**src/sv/fiur_pkg.sv**
```systemverilog
`timescale 1ns / 1ps
// ----------------------------------------------------------------------------
// fiur_pkg
// Shared types and constants for the framed image update receiver.
// ----------------------------------------------------------------------------
package fiur_pkg;

    typedef enum logic [2:0] {
        PH_IDLE       = 3'd0,
        PH_HEADER     = 3'd1,
        PH_ERASING    = 3'd2,
        PH_RECEIVING  = 3'd3,
        PH_VERIFYING  = 3'd4,
        PH_COMMITTING = 3'd5,
        PH_DONE       = 3'd6,
        PH_ERROR      = 3'd7
    } t_phase;

    typedef enum logic [1:0] {
        MODE_BYTE  = 2'd0,
        MODE_TICK  = 2'd1,
        MODE_FLASH = 2'd2,
        MODE_ABORT = 2'd3
    } t_mode;

    localparam logic [1:0] RESP_NONE = 2'd0;
    localparam logic [1:0] RESP_ACK  = 2'd1;
    localparam logic [1:0] RESP_NAK  = 2'd2;

    localparam logic [3:0] ERR_NONE     = 4'd0;
    localparam logic [3:0] ERR_TIMEOUT  = 4'd1;
    localparam logic [3:0] ERR_TOO_BIG  = 4'd2;
    localparam logic [3:0] ERR_ERASE    = 4'd3;
    localparam logic [3:0] ERR_SEQ      = 4'd4;
    localparam logic [3:0] ERR_CHUNK    = 4'd5;
    localparam logic [3:0] ERR_WRITE    = 4'd6;
    localparam logic [3:0] ERR_IMAGE    = 4'd7;
    localparam logic [3:0] ERR_META     = 4'd8;

    localparam logic [2:0] CMD_NONE  = 3'd0;
    localparam logic [2:0] CMD_ERASE = 3'd1;
    localparam logic [2:0] CMD_WRITE = 3'd2;
    localparam logic [2:0] CMD_META  = 3'd3;
    localparam logic [2:0] CMD_RESET = 3'd4;

    localparam logic [2:0] REG_MAGIC   = 3'd0;
    localparam logic [2:0] REG_A_BASE  = 3'd1;
    localparam logic [2:0] REG_A_SIZE  = 3'd2;
    localparam logic [2:0] REG_B_BASE  = 3'd3;
    localparam logic [2:0] REG_B_SIZE  = 3'd4;
    localparam logic [2:0] REG_TIMEOUT = 3'd5;

    localparam logic [31:0] CRC_POLY  = 32'hEDB88320;
    localparam logic [31:0] ALL_ONES  = 32'hFFFFFFFF;
    localparam logic [7:0]  BANK_A_CODE = 8'hAA;
    localparam logic [7:0]  BANK_B_CODE = 8'h55;

    typedef struct packed {
        logic [1:0]  mode;
        logic [7:0]  rx_byte;
        logic        flash_ok;
    } t_in_item;

    typedef struct packed {
        logic [1:0]  response;
        logic [3:0]  error_code;
        logic [2:0]  flash_cmd;
        logic [31:0] flash_addr;
        logic [31:0] flash_word;
        logic [7:0]  bank_code;
        logic        last;
        logic [2:0]  fsm_state;
        logic [3:0]  latched_error;
    } t_out_item;

    typedef struct packed {
        logic [2:0]  index;
        logic [31:0] data;
    } t_cfg_item;

    function automatic logic [31:0] crc_byte(input logic [31:0] c, input logic [7:0] b);
        logic [31:0] v;
        v = c ^ {24'd0, b};
        for (int k = 0; k < 8; k++) begin
            v = v[0] ? ((v >> 1) ^ CRC_POLY) : (v >> 1);
        end
        return v;
    endfunction

endpackage

```
**src/sv/fiur_if.sv**
```systemverilog
`timescale 1ns / 1ps
// ----------------------------------------------------------------------------
// fiur_in_if / fiur_out_if / fiur_cfg_if
// Valid/ready channels of the receiver.
// ----------------------------------------------------------------------------
interface fiur_in_if;
    logic valid;
    logic ready;
    fiur_pkg::t_in_item data;
    modport source (output valid, output data, input ready);
    modport sink (input valid, input data, output ready);
endinterface

interface fiur_out_if;
    logic valid;
    logic ready;
    fiur_pkg::t_out_item data;
    modport source (output valid, output data, input ready);
    modport sink (input valid, input data, output ready);
endinterface

interface fiur_cfg_if;
    logic valid;
    logic ready;
    fiur_pkg::t_cfg_item data;
    modport source (output valid, output data, input ready);
    modport sink (input valid, input data, output ready);
endinterface

```
**src/sv/fiur_page_ram.sv**
```systemverilog
`timescale 1ns / 1ps
// ----------------------------------------------------------------------------
// fiur_page_ram
// Page buffer: byte writes, registered word reads.
// ----------------------------------------------------------------------------
module fiur_page_ram #(
    parameter int WORDS = 64,
    parameter int AW    = 6
) (
    input  logic          i_clk,
    input  logic          i_we,
    input  logic [AW-1:0] i_waddr,
    input  logic [1:0]    i_wlane,
    input  logic [7:0]    i_wdata,
    input  logic [AW-1:0] i_raddr,
    output logic [31:0]   o_rdata
);
    logic [7:0] r_mem0 [WORDS];
    logic [7:0] r_mem1 [WORDS];
    logic [7:0] r_mem2 [WORDS];
    logic [7:0] r_mem3 [WORDS];

    always_ff @(posedge i_clk) begin
        if (i_we && i_wlane == 2'd0) r_mem0[i_waddr] <= i_wdata;
        if (i_we && i_wlane == 2'd1) r_mem1[i_waddr] <= i_wdata;
        if (i_we && i_wlane == 2'd2) r_mem2[i_waddr] <= i_wdata;
        if (i_we && i_wlane == 2'd3) r_mem3[i_waddr] <= i_wdata;
        o_rdata <= {r_mem3[i_raddr], r_mem2[i_raddr], r_mem1[i_raddr], r_mem0[i_raddr]};
    end
endmodule

```
**src/sv/framed_image_update_receiver_core.sv**
```systemverilog
`timescale 1ns / 1ps
// ----------------------------------------------------------------------------
// framed_image_update_receiver_core
// Receives a framed firmware image and drives bank erase, page writes and
// metadata commit.
// ----------------------------------------------------------------------------
// Each transaction is handled one at a time. A byte that completes a frame
// with the expected sequence number and a good chunk CRC emits PAGE_BYTES/4
// write-word results as the output takes them, streamed out of the page
// memory through its registered read port; a failed check emits a NAK. A
// flash result emits up to two results. The next input is accepted once all
// results of the current one have been handed to the output register.
module framed_image_update_receiver_core #(
    parameter int PAGE_BYTES = 256
) (
    input  logic          i_clk,
    input  logic          i_rst_n,
    fiur_in_if.sink       in_ch,
    fiur_out_if.source    out_ch,
    fiur_cfg_if.sink      cfg_ch
);
    import fiur_pkg::*;

    localparam int WORDS = PAGE_BYTES / 4;
    localparam int AW    = (WORDS > 1) ? $clog2(WORDS) : 1;
    localparam int FRAME = PAGE_BYTES + 8;
    localparam int CW    = $clog2(FRAME + 1);
    localparam int PSH   = $clog2(PAGE_BYTES);

    typedef enum logic [2:0] {
        S_IDLE, S_EXEC, S_EMIT, S_WRITES, S_EMIT2
    } t_seq;

    t_seq   r_seq;
    t_phase r_phase;
    logic        r_await;
    logic [CW-1:0] r_cnt;
    logic [31:0] r_shift, r_size, r_icrc, r_total, r_nseq, r_rseq, r_rcrc, r_waddr;
    logic [31:0] r_run, r_chk, r_cand, r_elapsed;
    logic        r_bank;
    logic [3:0]  r_err;
    logic [31:0] r_magic, r_abase, r_asize, r_bbase, r_bsize;
    logic [15:0] r_tmo;
    t_in_item    r_in;
    t_out_item   r_q1, r_q2;
    logic        r_has2;
    logic [AW:0] r_widx;
    logic        r_rd_ok;
    logic        r_ovalid;
    t_out_item   r_out;

    logic          ram_we;
    logic [AW-1:0] ram_raddr;
    logic [31:0]   ram_rdata;
    logic [CW-1:0] pidx;

    assign pidx = r_cnt - CW'(8);

    fiur_page_ram #(.WORDS(WORDS), .AW(AW)) u_ram (
        .i_clk  (i_clk),
        .i_we   (ram_we),
        .i_waddr(pidx[PSH-1:2]),
        .i_wlane(pidx[1:0]),
        .i_wdata(r_in.rx_byte),
        .i_raddr(ram_raddr),
        .o_rdata(ram_rdata)
    );

    logic out_free;
    assign out_free = !r_ovalid || out_ch.ready;
    assign in_ch.ready = (r_seq == S_IDLE);
    assign cfg_ch.ready = 1'b1;
    assign out_ch.valid = r_ovalid;
    assign out_ch.data = r_out;
    assign ram_we = (r_seq == S_EXEC) && r_in.mode == MODE_BYTE && !r_await
                    && r_phase == PH_RECEIVING && r_cnt >= CW'(8) && r_cnt < CW'(FRAME);
    assign ram_raddr = r_widx[AW-1:0];

    function automatic t_out_item mk(input logic [1:0] rs, input logic [3:0] ec,
                                     input logic [2:0] cm, input logic [31:0] ad,
                                     input logic [31:0] wd, input logic [7:0] bc,
                                     input t_phase ph, input logic [3:0] le);
        t_out_item o;
        o.response = rs; o.error_code = ec; o.flash_cmd = cm; o.flash_addr = ad;
        o.flash_word = wd; o.bank_code = bc; o.last = 1'b0; o.fsm_state = ph;
        o.latched_error = le;
        return o;
    endfunction

    always_ff @(posedge i_clk) begin
        if (!i_rst_n) begin
            r_magic <= '0; r_abase <= '0; r_asize <= '0; r_bbase <= '0; r_bsize <= '0;
            r_tmo <= 16'd1000;
        end else if (cfg_ch.valid) begin
            unique case (cfg_ch.data.index)
                REG_MAGIC:   r_magic <= cfg_ch.data.data;
                REG_A_BASE:  r_abase <= cfg_ch.data.data;
                REG_A_SIZE:  r_asize <= cfg_ch.data.data;
                REG_B_BASE:  r_bbase <= cfg_ch.data.data;
                REG_B_SIZE:  r_bsize <= cfg_ch.data.data;
                REG_TIMEOUT: r_tmo <= cfg_ch.data.data[15:0];
                default: ;
            endcase
        end
    end

    always_ff @(posedge i_clk) begin
        logic [31:0] ws, maxsz, base, cc, cd, nn, el;
        logic [CW-1:0] c;
        t_out_item o;
        t_seq n_seq;
        logic n_ovalid;
        logic n_await;
        if (!i_rst_n) begin
            r_seq <= S_IDLE; r_phase <= PH_IDLE; r_await <= 1'b0; r_cnt <= '0;
            r_shift <= '0; r_size <= '0; r_icrc <= '0; r_total <= '0; r_nseq <= '0;
            r_rseq <= '0; r_rcrc <= '0; r_waddr <= '0; r_run <= ALL_ONES;
            r_chk <= ALL_ONES; r_cand <= ALL_ONES; r_elapsed <= '0; r_bank <= 1'b0;
            r_err <= '0; r_ovalid <= 1'b0; r_has2 <= 1'b0; r_widx <= '0; r_rd_ok <= 1'b0;
        end else begin
            n_seq = r_seq;
            n_ovalid = r_ovalid && !(out_ch.valid && out_ch.ready);
            n_await = r_await;
            unique case (r_seq)
                S_IDLE: begin
                    if (in_ch.valid) begin
                        r_in <= in_ch.data;
                        n_seq = S_EXEC;
                    end
                end
                S_EXEC: begin
                    n_seq = S_IDLE;
                    unique case (t_mode'(r_in.mode))
                        MODE_BYTE: if (!r_await) begin
                            ws = {r_in.rx_byte, r_shift[31:8]};
                            r_shift <= ws;
                            if (r_phase == PH_IDLE) begin
                                if (r_cnt >= CW'(3)) begin
                                    r_cnt <= '0;
                                    if (ws == r_magic) begin
                                        r_phase <= PH_HEADER; r_elapsed <= '0;
                                        r_q1 <= mk(RESP_ACK, ERR_NONE, CMD_NONE, '0, '0, '0,
                                                   PH_HEADER, r_err);
                                        n_seq = S_EMIT;
                                    end
                                end else r_cnt <= r_cnt + CW'(1);
                            end else if (r_phase == PH_HEADER) begin
                                c = r_cnt + CW'(1);
                                r_cnt <= (c >= CW'(12)) ? '0 : c;
                                if (c == CW'(4)) r_size <= ws;
                                else if (c == CW'(8)) r_icrc <= ws;
                                else if (c >= CW'(12)) begin
                                    r_bank <= (ws != 0);
                                    maxsz = (ws != 0) ? r_bsize : r_asize;
                                    base = (ws != 0) ? r_bbase : r_abase;
                                    if (r_size == 0 || r_size > maxsz) begin
                                        r_err <= ERR_TOO_BIG; r_phase <= PH_ERROR;
                                        r_q1 <= mk(RESP_NAK, ERR_TOO_BIG, CMD_NONE, '0, '0,
                                                   '0, PH_ERROR, ERR_TOO_BIG);
                                    end else begin
                                        r_total <= (r_size >> PSH) +
                                            32'(r_size[PSH-1:0] != 0);
                                        r_phase <= PH_ERASING; n_await = 1'b1;
                                        r_q1 <= mk(RESP_NONE, ERR_NONE, CMD_ERASE, base, '0,
                                                   '0, PH_ERASING, r_err);
                                    end
                                    n_seq = S_EMIT;
                                end
                            end else if (r_phase == PH_RECEIVING) begin
                                cc = r_chk; cd = r_cand;
                                if (r_cnt == CW'(8)) begin cc = ALL_ONES; cd = r_run; end
                                if (r_cnt >= CW'(8) && r_cnt < CW'(FRAME)) begin
                                    r_chk <= crc_byte(cc, r_in.rx_byte);
                                    r_cand <= crc_byte(cd, r_in.rx_byte);
                                end
                                c = r_cnt + CW'(1);
                                r_cnt <= (c >= CW'(FRAME)) ? '0 : c;
                                if (c == CW'(4)) r_rseq <= ws;
                                else if (c == CW'(8)) r_rcrc <= ws;
                                else if (c >= CW'(FRAME)) begin
                                    if (r_rseq != r_nseq) begin
                                        r_err <= ERR_SEQ;
                                        r_q1 <= mk(RESP_NAK, ERR_SEQ, CMD_NONE, '0, '0, '0,
                                                   PH_RECEIVING, ERR_SEQ);
                                        n_seq = S_EMIT;
                                    end else if ((crc_byte(cc, r_in.rx_byte) ^ ALL_ONES)
                                                 != r_rcrc) begin
                                        r_err <= ERR_CHUNK;
                                        r_q1 <= mk(RESP_NAK, ERR_CHUNK, CMD_NONE, '0, '0, '0,
                                                   PH_RECEIVING, ERR_CHUNK);
                                        n_seq = S_EMIT;
                                    end else begin
                                        n_await = 1'b1; r_widx <= '0; r_rd_ok <= 1'b0;
                                        n_seq = S_WRITES;
                                    end
                                end
                            end
                        end
                        MODE_TICK: begin
                            if (!r_await && (r_phase == PH_HEADER ||
                                             r_phase == PH_RECEIVING)) begin
                                el = (r_elapsed != ALL_ONES) ? r_elapsed + 1 : r_elapsed;
                                r_elapsed <= el;
                                if (el > {16'd0, r_tmo}) begin
                                    r_err <= ERR_TIMEOUT; r_phase <= PH_ERROR;
                                    r_q1 <= mk(RESP_NAK, ERR_TIMEOUT, CMD_NONE, '0, '0, '0,
                                               PH_ERROR, ERR_TIMEOUT);
                                    n_seq = S_EMIT;
                                end
                            end
                        end
                        MODE_FLASH: if (r_await) begin
                            n_await = 1'b0;
                            n_seq = S_EMIT;
                            if (r_phase == PH_ERASING) begin
                                if (!r_in.flash_ok) begin
                                    r_err <= ERR_ERASE; r_phase <= PH_ERROR;
                                    r_q1 <= mk(RESP_NAK, ERR_ERASE, CMD_NONE, '0, '0, '0,
                                               PH_ERROR, ERR_ERASE);
                                end else begin
                                    r_nseq <= '0; r_waddr <= r_bank ? r_bbase : r_abase;
                                    r_run <= ALL_ONES; r_elapsed <= '0; r_cnt <= '0;
                                    r_phase <= PH_RECEIVING;
                                    r_q1 <= mk(RESP_ACK, ERR_NONE, CMD_NONE, '0, '0, '0,
                                               PH_RECEIVING, r_err);
                                end
                            end else if (r_phase == PH_RECEIVING) begin
                                if (!r_in.flash_ok) begin
                                    r_err <= ERR_WRITE; r_phase <= PH_ERROR;
                                    r_q1 <= mk(RESP_NAK, ERR_WRITE, CMD_NONE, '0, '0, '0,
                                               PH_ERROR, ERR_WRITE);
                                end else begin
                                    nn = r_nseq + 1;
                                    r_run <= r_cand; r_waddr <= r_waddr + PAGE_BYTES;
                                    r_nseq <= nn; r_elapsed <= '0;
                                    if (nn >= r_total) begin
                                        r_q1 <= mk(RESP_ACK, ERR_NONE, CMD_NONE, '0, '0, '0,
                                                   PH_VERIFYING, r_err);
                                        r_has2 <= 1'b1;
                                        if ((r_cand ^ ALL_ONES) != r_icrc) begin
                                            r_err <= ERR_IMAGE; r_phase <= PH_ERROR;
                                            r_q2 <= mk(RESP_NAK, ERR_IMAGE, CMD_NONE, '0, '0,
                                                       '0, PH_ERROR, ERR_IMAGE);
                                        end else begin
                                            r_phase <= PH_COMMITTING; n_await = 1'b1;
                                            r_q2 <= mk(RESP_NONE, ERR_NONE, CMD_META, '0,
                                                       r_icrc,
                                                       r_bank ? BANK_B_CODE : BANK_A_CODE,
                                                       PH_COMMITTING, r_err);
                                        end
                                    end else begin
                                        r_q1 <= mk(RESP_ACK, ERR_NONE, CMD_NONE, '0, '0, '0,
                                                   PH_RECEIVING, r_err);
                                    end
                                end
                            end else if (r_phase == PH_COMMITTING) begin
                                if (!r_in.flash_ok) begin
                                    r_err <= ERR_META; r_phase <= PH_ERROR;
                                    r_q1 <= mk(RESP_NAK, ERR_META, CMD_NONE, '0, '0, '0,
                                               PH_ERROR, ERR_META);
                                end else begin
                                    r_phase <= PH_DONE; r_has2 <= 1'b1;
                                    r_q1 <= mk(RESP_ACK, ERR_NONE, CMD_NONE, '0, '0, '0,
                                               PH_DONE, r_err);
                                    r_q2 <= mk(RESP_NONE, ERR_NONE, CMD_RESET, '0, '0, '0,
                                               PH_DONE, r_err);
                                end
                            end else n_seq = S_IDLE;
                        end
                        MODE_ABORT: begin
                            r_phase <= PH_IDLE; r_err <= '0; n_await = 1'b0;
                            r_cnt <= '0; r_shift <= '0;
                        end
                        default: ;
                    endcase
                end
                S_EMIT: begin
                    if (out_free) begin
                        o = r_q1; o.last = !r_has2;
                        r_out <= o; n_ovalid = 1'b1;
                        r_has2 <= 1'b0;
                        n_seq = r_has2 ? S_EMIT2 : S_IDLE;
                    end
                end
                S_EMIT2: begin
                    if (out_free) begin
                        o = r_q2; o.last = 1'b1;
                        r_out <= o; n_ovalid = 1'b1;
                        n_seq = S_IDLE;
                    end
                end
                S_WRITES: begin
                    if (!r_rd_ok) begin
                        r_rd_ok <= 1'b1;
                    end else if (out_free) begin
                        o = mk(RESP_NONE, ERR_NONE, CMD_WRITE,
                               r_waddr + 32'({r_widx, 2'b00}), ram_rdata, '0, r_phase,
                               r_err);
                        o.last = (r_widx == (AW+1)'(WORDS - 1));
                        r_out <= o; n_ovalid = 1'b1;
                        r_rd_ok <= 1'b0;
                        if (o.last) n_seq = S_IDLE;
                        else r_widx <= r_widx + 1'b1;
                    end
                end
                default: n_seq = S_IDLE;
            endcase
            r_seq <= n_seq;
            r_ovalid <= n_ovalid;
            r_await <= n_await;
        end
    end
endmodule
```
**src/flat_wrapper.sv**
```systemverilog
// flat-port wrapper written by rule: the top's interface ports become plain ports
module framed_image_update_receiver_core_flat import fiur_pkg::*;
#(
    parameter int PAGE_BYTES = 256
)
  (i_clk, i_rst_n, in_ch_valid, in_ch_data, in_ch_ready, out_ch_valid, out_ch_data, out_ch_ready, cfg_ch_valid, cfg_ch_data, cfg_ch_ready);
  fiur_in_if in_ch_i ();
  fiur_out_if out_ch_i ();
  fiur_cfg_if cfg_ch_i ();
  input  logic i_clk;
  input  logic i_rst_n;
  input wire logic [$bits(in_ch_i.valid)-1:0] in_ch_valid;
  input wire logic [$bits(in_ch_i.data)-1:0] in_ch_data;
  output wire logic [$bits(in_ch_i.ready)-1:0] in_ch_ready;
  output wire logic [$bits(out_ch_i.valid)-1:0] out_ch_valid;
  output wire logic [$bits(out_ch_i.data)-1:0] out_ch_data;
  input wire logic [$bits(out_ch_i.ready)-1:0] out_ch_ready;
  input wire logic [$bits(cfg_ch_i.valid)-1:0] cfg_ch_valid;
  input wire logic [$bits(cfg_ch_i.data)-1:0] cfg_ch_data;
  output wire logic [$bits(cfg_ch_i.ready)-1:0] cfg_ch_ready;
  assign in_ch_i.valid = in_ch_valid;
  assign in_ch_i.data = in_ch_data;
  assign in_ch_ready = in_ch_i.ready;
  assign out_ch_valid = out_ch_i.valid;
  assign out_ch_data = out_ch_i.data;
  assign out_ch_i.ready = out_ch_ready;
  assign cfg_ch_i.valid = cfg_ch_valid;
  assign cfg_ch_i.data = cfg_ch_data;
  assign cfg_ch_ready = cfg_ch_i.ready;
  framed_image_update_receiver_core #(.PAGE_BYTES(PAGE_BYTES)) u_core (.i_clk(i_clk), .i_rst_n(i_rst_n), .in_ch(in_ch_i), .out_ch(out_ch_i), .cfg_ch(cfg_ch_i));
endmodule
```
**config.mk**
```make
export PLATFORM = sky130hd
export DESIGN_NAME = framed_image_update_receiver_core_flat
export DESIGN_NICKNAME = d
export VERILOG_FILES = /design/src/sv/fiur_pkg.sv /design/src/sv/fiur_if.sv /design/src/sv/fiur_page_ram.sv /design/src/sv/framed_image_update_receiver_core.sv /design/src/flat_wrapper.sv
export SDC_FILE = /design/constraint.sdc
export NUM_CORES = 2
export LEC_CHECK = 0
export BUFFER_PORTS_ARGS = -buffer_cell sky130_fd_sc_hd__buf_2
export CORE_UTILIZATION = 55
export DETAILED_ROUTE_END_ITERATION = 6
export PLACE_DENSITY = 0.73
export SETUP_SLACK_MARGIN = 0.02
export SYNTH_ARGS = -nofsm -noshare
export SYNTH_HDL_FRONTEND = slang
export SYNTH_SLANG_ARGS = --single-unit
export TNS_END_PERCENT = 30
```
**constraint.sdc**
```tcl
create_clock -name i_clk -period 8.24 [get_ports i_clk]
set_input_delay 2.472 -clock i_clk [delete_from_list [all_inputs] [get_ports i_clk]]
set_output_delay 2.472 -clock i_clk [all_outputs]
set_load 0.005 [all_outputs]
```
== Word level (Yosys, flattened, before mapping) ==
Memory sizes are Yosys's and may differ from the RTL's. A register that Yosys moved wholly into a read port is not among the register bits.
Cells that the tools add are included.

* Bits in registers: 867
* RAM bits: 2048
* Input bits: 51
* Output and inout port bits: 92
* Word-level logic and storage cells: 506
* Memories kept: 4

* Add/subtract/negate cells: 8
* $lt $le $gt $ge: 8
* Eq/ne operators: 86
* Muxes and demuxes: 252
* Bitwise operators: 27
* Reduce and logical (&&, ||, !) cells: 65

{| class="wikitable"
|+ Memory list
! name !! words !! width !! read ports !! clocked after memory_dff !! write ports !! RTL line !! RTL
|-
| u_core.u_ram.r_mem0 || 64 || 8 || 1 || 1 || 1 || fiur_page_ram.sv:18 || <nowiki>logic [7:0] r_mem0 [WORDS];</nowiki>
|-
| u_core.u_ram.r_mem1 || 64 || 8 || 1 || 1 || 1 || fiur_page_ram.sv:19 || <nowiki>logic [7:0] r_mem1 [WORDS];</nowiki>
|-
| u_core.u_ram.r_mem2 || 64 || 8 || 1 || 1 || 1 || fiur_page_ram.sv:20 || <nowiki>logic [7:0] r_mem2 [WORDS];</nowiki>
|-
| u_core.u_ram.r_mem3 || 64 || 8 || 1 || 1 || 1 || fiur_page_ram.sv:21 || <nowiki>logic [7:0] r_mem3 [WORDS];</nowiki>
|}

{| class="wikitable"
|+ Operator list
! cell !! count
|-
| 89-bit 2-to-1 mux || 34
|-
| 32-bit 2-to-1 mux || 58
|-
| 89-bit case mux with 3 select lines || 2
|-
| 13-bit inverter with 14-bit output || 16
|-
| 3-bit 2-to-1 mux || 40
|-
| 7-bit 2-to-1 mux || 14
|-
| 4-bit 2-to-1 mux || 24
|-
| 32-bit inequality test || 3
|-
| 32-bit case mux with 3 select lines || 1
|-
| 9-bit 2-to-1 mux || 10
|-
| 32-bit by 1-bit adder with 32-bit output (second input constant) || 2
|-
| 32-bit inverter || 2
|-
| 32-bit case mux with 2 select lines || 1
|-
| 32-bit by 8-bit XOR with 32-bit output || 2
|-
| 1-bit 2-to-1 mux || 52
|-
| 3-bit inequality test (second input constant) || 16
|-
| 2-bit inequality test (second input constant) || 22
|-
| 32-bit by 9-bit adder with 32-bit output || 1
|-
| 32-bit by 9-bit adder with 32-bit output (second input constant) || 1
|-
| 32-bit == test || 1
|-
| 32-bit greater-or-equal comparator || 1
|-
| 32-bit by 16-bit greater-than comparator with 1-bit output || 1
|-
| 32-bit greater-than comparator || 1
|-
| 32-bit zero test || 1
|-
| 55 further kinds || 140
|}

== Longest topological paths before layout ==
* Word-level depth: 39
* Mapped depth: 23
* Mapped depth without buffers: 19

== Hierarchy ==
From an unflattened synthesis, not the netlist that was laid out.

* Cells, all modules: 8224
* Area, all modules: 118877.8 um^2

{| class="wikitable"
|+ Modules (own cells, without submodules)
! module !! times used !! cells each !! area each (um^2) !! sequential area each (um^2)
|-
| fiur_page_ram || 1 || 3650 || 79561.3 || 62139.6
|-
| framed_image_update_receiver_core || 1 || 4574 || 39316.5 || 17026.3
|}

== Worst setup path before layout ==
Ideal clock, no wire load.

* Path type: reg2reg
* Start point: register u_core.r_in[1] (netlist bit)
* End point: register u_core.r_total[10]
* Library setup time: 0.116 ns
* Arrival time: 8.075 ns
* Setup slack: 0.049 ns
* Stages on the path, launching flop included: 24
* Buffers on the path: 8
* Cells stage by stage: edfxtp_1 -> buf_2 -> clkbuf_1 -> clkbuf_1 -> nor4_1 -> nand4_1 -> nor2_1 -> buf_1 -> clkbuf_1 -> mux2i_1 -> ha_1 -> a21o_1 -> a21oi_1 -> nor2b_1 -> o21ai_0 -> a31oi_1 -> nor4_1 -> a32o_1 -> clkbuf_1 -> and2_1 -> clkbuf_1 -> buf_1 -> nand2_1 -> o211a_1

* Longest elaborated chain between the ends: 6

{| class="wikitable"
|+ Ends and longest elaborated chain
! item !! RTL line !! RTL
|-
| start: declaration || framed_image_update_receiver_core.sv:44 || <nowiki>t_in_item r_in;</nowiki>
|-
| start signal: assignment || framed_image_update_receiver_core.sv:127 || <nowiki>r_in <= in_ch.data;</nowiki>
|-
| 32-bit nonzero test || framed_image_update_receiver_core.sv:154 || <nowiki>maxsz = (ws != 0) ? r_bsize : r_asize;</nowiki>
|-
| 32-bit 2-to-1 mux || framed_image_update_receiver_core.sv:154 ||
|-
| 32-bit greater-than comparator || framed_image_update_receiver_core.sv:156 || <nowiki>if (r_size == 0 || r_size > maxsz) begin</nowiki>
|-
| 1-bit logical OR || framed_image_update_receiver_core.sv:156 ||
|-
| 1-bit inverter (no line) || n/a ||
|-
| 9-bit AND reduction (no line) || n/a ||
|-
| end signal: assignment || framed_image_update_receiver_core.sv:161 || <nowiki>r_total <= (r_size >> PSH) +</nowiki>
|-
| end: declaration || framed_image_update_receiver_core.sv:38 || <nowiki>logic [31:0] r_shift, r_size, r_icrc, r_total, r_nseq, r_rseq, r_rcrc, r_waddr;</nowiki>
|}

No other way between the ends.
A chain may end at the register's enable or synchronous reset.

== Final worst setup path ==
* Start point: register u_core.r_elapsed[8]
* End point: register u_core.r_q1[78] (netlist bit) (enable)

* Longest elaborated chain between the ends: 5
* Elaborated cells between the ends (all ways): 6

{| class="wikitable"
|+ Ends and longest elaborated chain
! item !! RTL line !! RTL
|-
| start: declaration || framed_image_update_receiver_core.sv:39 || <nowiki>logic [31:0] r_run, r_chk, r_cand, r_elapsed;</nowiki>
|-
| start signal: assignment || framed_image_update_receiver_core.sv:203 || <nowiki>r_elapsed <= el;</nowiki>
|-
| 32-bit by 1-bit adder with 32-bit output or 32-bit inequality test (tied branches) || framed_image_update_receiver_core.sv:202 || <nowiki>el = (r_elapsed != ALL_ONES) ? r_elapsed + 1 : r_elapsed;</nowiki>
|-
| 32-bit 2-to-1 mux (*) || framed_image_update_receiver_core.sv:202 ||
|-
| 32-bit by 16-bit greater-than comparator with 1-bit output (*) || framed_image_update_receiver_core.sv:204 || <nowiki>if (el > {16'd0, r_tmo}) begin</nowiki>
|-
| 2-bit by 1-bit inequality test with 1-bit output (no line) (*) || n/a ||
|-
| 16-bit AND reduction (no line) (*) || n/a ||
|-
| end signal: assignment || framed_image_update_receiver_core.sv:206 || <nowiki>r_q1 <= mk(RESP_NAK, ERR_TIMEOUT, CMD_NONE, '0, '0, '0,</nowiki>
|-
| end signal: assignment || framed_image_update_receiver_core.sv:218 || <nowiki>r_q1 <= mk(RESP_NAK, ERR_ERASE, CMD_NONE, '0, '0, '0,</nowiki>
|-
| end signal: assignment || framed_image_update_receiver_core.sv:224 || <nowiki>r_q1 <= mk(RESP_ACK, ERR_NONE, CMD_NONE, '0, '0, '0,</nowiki>
|-
| end: declaration || framed_image_update_receiver_core.sv:45 || <nowiki>t_out_item r_q1, r_q2;</nowiki>
|}

Mark *: on every way between the ends. The rest lies on a longest branch, timed or not.

==> out/metrics.cfg <==
[sta]
fmax_ghz = 0.1673
worst_pin_slew_ns = 1.394
final.setup.tns_ns = 0
clock_skew_ns = 0.07700
setup_slack_ns = 2.264
finalHoldViolCount = 0
post-route-period-util = 0.7253
slew_headroom = 0.06954
setup_viol = 0
slew_viol_final = 0
rsz0062_at_grt = no
finalCriticalPeriod_ns = 5.976
timing.hold.ws_ns = 0.4669

[logic_synthesis]
synth_edf_count = 2231
synthDominantCellAreaShare = 0.5575
ys_seq_area_frac = 0.6588
synth_nets = 8092
yosysMostFrequentCell = edfxtp_1
synth-async-reset-ratio = 0
synth_warnings = 0
synth_common_cells = edfxtp_1 (2231), nand2_1 (1041), mux4_2 (644), dfxtp_1 (608), clkbuf_1 (421)
syn_inst = 7945
syn-mean-instance-area_sq_um = 15.13
ys_ff_latch = 2839
synth_flop_cell = edfxtp_1
synth_area_sq_um = 120200
synth_top_cell_by_area = edfxtp_1
ys_types = 93
synth.area.top_cells = edfxtp_1 (56%), mux4_2 (12%), dfxtp_1 (10%), nand2_1 (3.3%), xnor2_1 (2.2%)

[routing]
vias_per_cell = 6.494
drt_wl_total_mm = 338.1
vias = 71700
drc = 0
drt-initial-drc-count = 9366
ant_nets = 0
first_pass_iters = 7
wl_per_cell_microns = 30.62

[finish]
drive_above_1_share = 0.1723
num-fill-cells = 15400
nets = 8112
area_delta_synth_final_pct = 10.60
final_util = 0.6120

[clock_network]
clk_latency_ns = 0.95
numCtsBuffers = 303
cts_tree = done
cts_resized = 0
clock-sinks = 2839
root_buffer = clkbuf_16
clock_path_buffers = 4
cts_setup_buffers = 0
htreeDepth = 5
cts_hold_buf = 0
path_clk_slew_ns = 0.06

[floorplanning]
fp.coreArea_sq_um = 217200
die_x_microns = 469.4
die_height_microns = 469.4
fp-row-count = 171
ioPinCount = 143
die_area_sq_um = 220400
initial_core_util = 0.5534

[placement]
dpl.hpwl_mm = 207.4
post-place-ws_ns = 2.302
routabilityCongestion = 0.9449
port_buffers = 141

[global_routing]
antenna_found_initial = 20
grt_pass1_wl_mm = 487.4
grt.total_usage = 0.3040
grt_pass1_vias = 69570
gr-total-overflow = 0
grt_max_degree = 234

[run]
maxCapViolations = 0

[critical_path]
critPathMaxStageDelay_ns = 0.68
reg2reg_to = u_core.r_q1[78]
worstSetupPathType = reg2reg
start_kind = register
worstPathRequired_ns = 8.80
ff2ff_path_depth = 19
end_kind = register
reg2reg_from = u_core.r_elapsed[8]
critical_path.top_delay_family = simple AND/OR/NAND/NOR gates
r2r_setup_slack_ns = 2.26
critPathMaxFanout = 36
slowest_stage = or4_1
path_buf_inv = 1
cp.arrival_ns = 6.54
path_cells = nand4_1 -> or4_1 -> nor2_1 -> nand3_1 -> and3_1 -> nand3_1 -> nor3_1 -> xor2_1 -> ha_1 -> and3_1 -> o21ai_0 -> o21ai_0 -> a21oi_1 -> o2111ai_1 -> nor3_1 -> or3_1 -> a221oi_1 -> o21a_2 -> buf_4

[power_and_ir_drop]
p_per_area_nw_per_um2 = 219.9
vdd_drop_max_uv = 247.2
p_leak_uw = 0.04225

[worst_hold_path]
whs_path_depth = 2
hold_path_class = reg2reg
hp-start = u_core.r_bsize[20]
holdPathEnd = u_core.r_bsize[20]

[status]
status = completed

registers in the layout (all words and copies together) (netlist names), 43 cells and up:
register / count
u_core.r_q2: 43
u_core.u_ram.r_mem1: 512
u_core.u_ram.r_mem0: 512
u_core.out_ch.data: 83
u_core.r_q1: 46
u_core.u_ram.r_mem3: 512
u_core.u_ram.r_mem2: 512
per-stage QoR:
step	power, uW	instances	instance area, sq um
floorplan	16120	7945	120200
global placement	16310	10510	123500
detailed placement	16320	10510	123500
CTS	29320	11030	132900
global route	29870	11040	132900
finish	29220	11040	132900
where the power goes:
part           internal (uW)  total, uW  switching (uW)
logic                    180        609             429
clock network           7670      13200            5520
registers              15400      15400            24.5
total                  23200      29200            5970
layout make-up:
type,instances,area (sq um),share of cell area
Multi-Input combinational cell,4482,38690,0.2911
Tap cell,2854,3571,0.02687
Timing Repair Buffer,260,1759,0.01324
Clock buffer,392,8229,0.06192
Antenna cell,9,22.52,0.0001695
Sequential cell,2839,79190,0.5958
Clock inverter,126,1147,0.008633
Inverter,79,296.5,0.002231
worst min-delay path, stage by stage, from the launching register on:
cell      delay (ns)
dfxtp_1         0.31
nand2_1         0.05
a21boi_0        0.06
worst max path at each step:
stage	from	end	cells past startpoint
after floorplan	u_core.r_in[1]	u_core.r_total[10]	23
after global placement	u_core.r_elapsed[8]	u_core.r_q1[79]	19
after detailed placement	u_core.r_elapsed[8]	u_core.r_q1[79]	19
after CTS	u_core.r_elapsed[8]	u_core.r_q1[51]	18
after global routing	u_core.r_elapsed[8]	u_core.r_q1[51]	18
final	u_core.r_elapsed[8]	u_core.r_q1[78]	19
metal layers:
metal	routed length (microns)	track usage	vias to the layer above	part of all wire
met5	149	0	-	0.00044
met4	18320	0.1464	22	0.054
met3	33820	0.06500	782	0.10
met2	157200	0.4706	4101	0.46
met1	128600	0.4122	36650	0.38
li1	-	-	30150	-
cell families after synthesis:
logic type / synth area share
AND/OR/NAND/NOR: 0.07912
multiplexers: 0.1365
adder cells (fa/ha/maj): 0.01006
XOR/XNOR: 0.03805
flip-flops: 0.6588
AO/OA/AOI/OAI: 0.05717
buffers and inverters: 0.02024
other: 0.00003121
layout by cell type (no fill, tap or decap), types with 39 or more instances in the layout:
cell type,netlist,routed
nor3_1,72,70
a21boi_0,325,325
xnor2_1,304,304
a22o_1,43,43
a21oi_1,150,150
o211ai_1,69,69
nand3_1,106,105
nor2_1,417,404
inv_1,79,79
clkbuf_1,421,69
dfxtp_1,608,601
mux4_2,644,644
edfxtp_1,2231,2231
clkinv_1,0,50
ha_1,95,95
o21ai_0,159,159
buf_4,10,107
nor4_1,44,44
nand4_1,59,59
and3_1,85,84
mux2i_1,170,170
xor2_1,116,116
clkbuf_16,0,313
nor3b_1,41,41
o22ai_1,39,39
buf_2,24,140
nand2_1,1041,1036
nor2b_1,92,92
a22oi_1,39,39
Note: power is estimated with default switching activity, not from simulation.
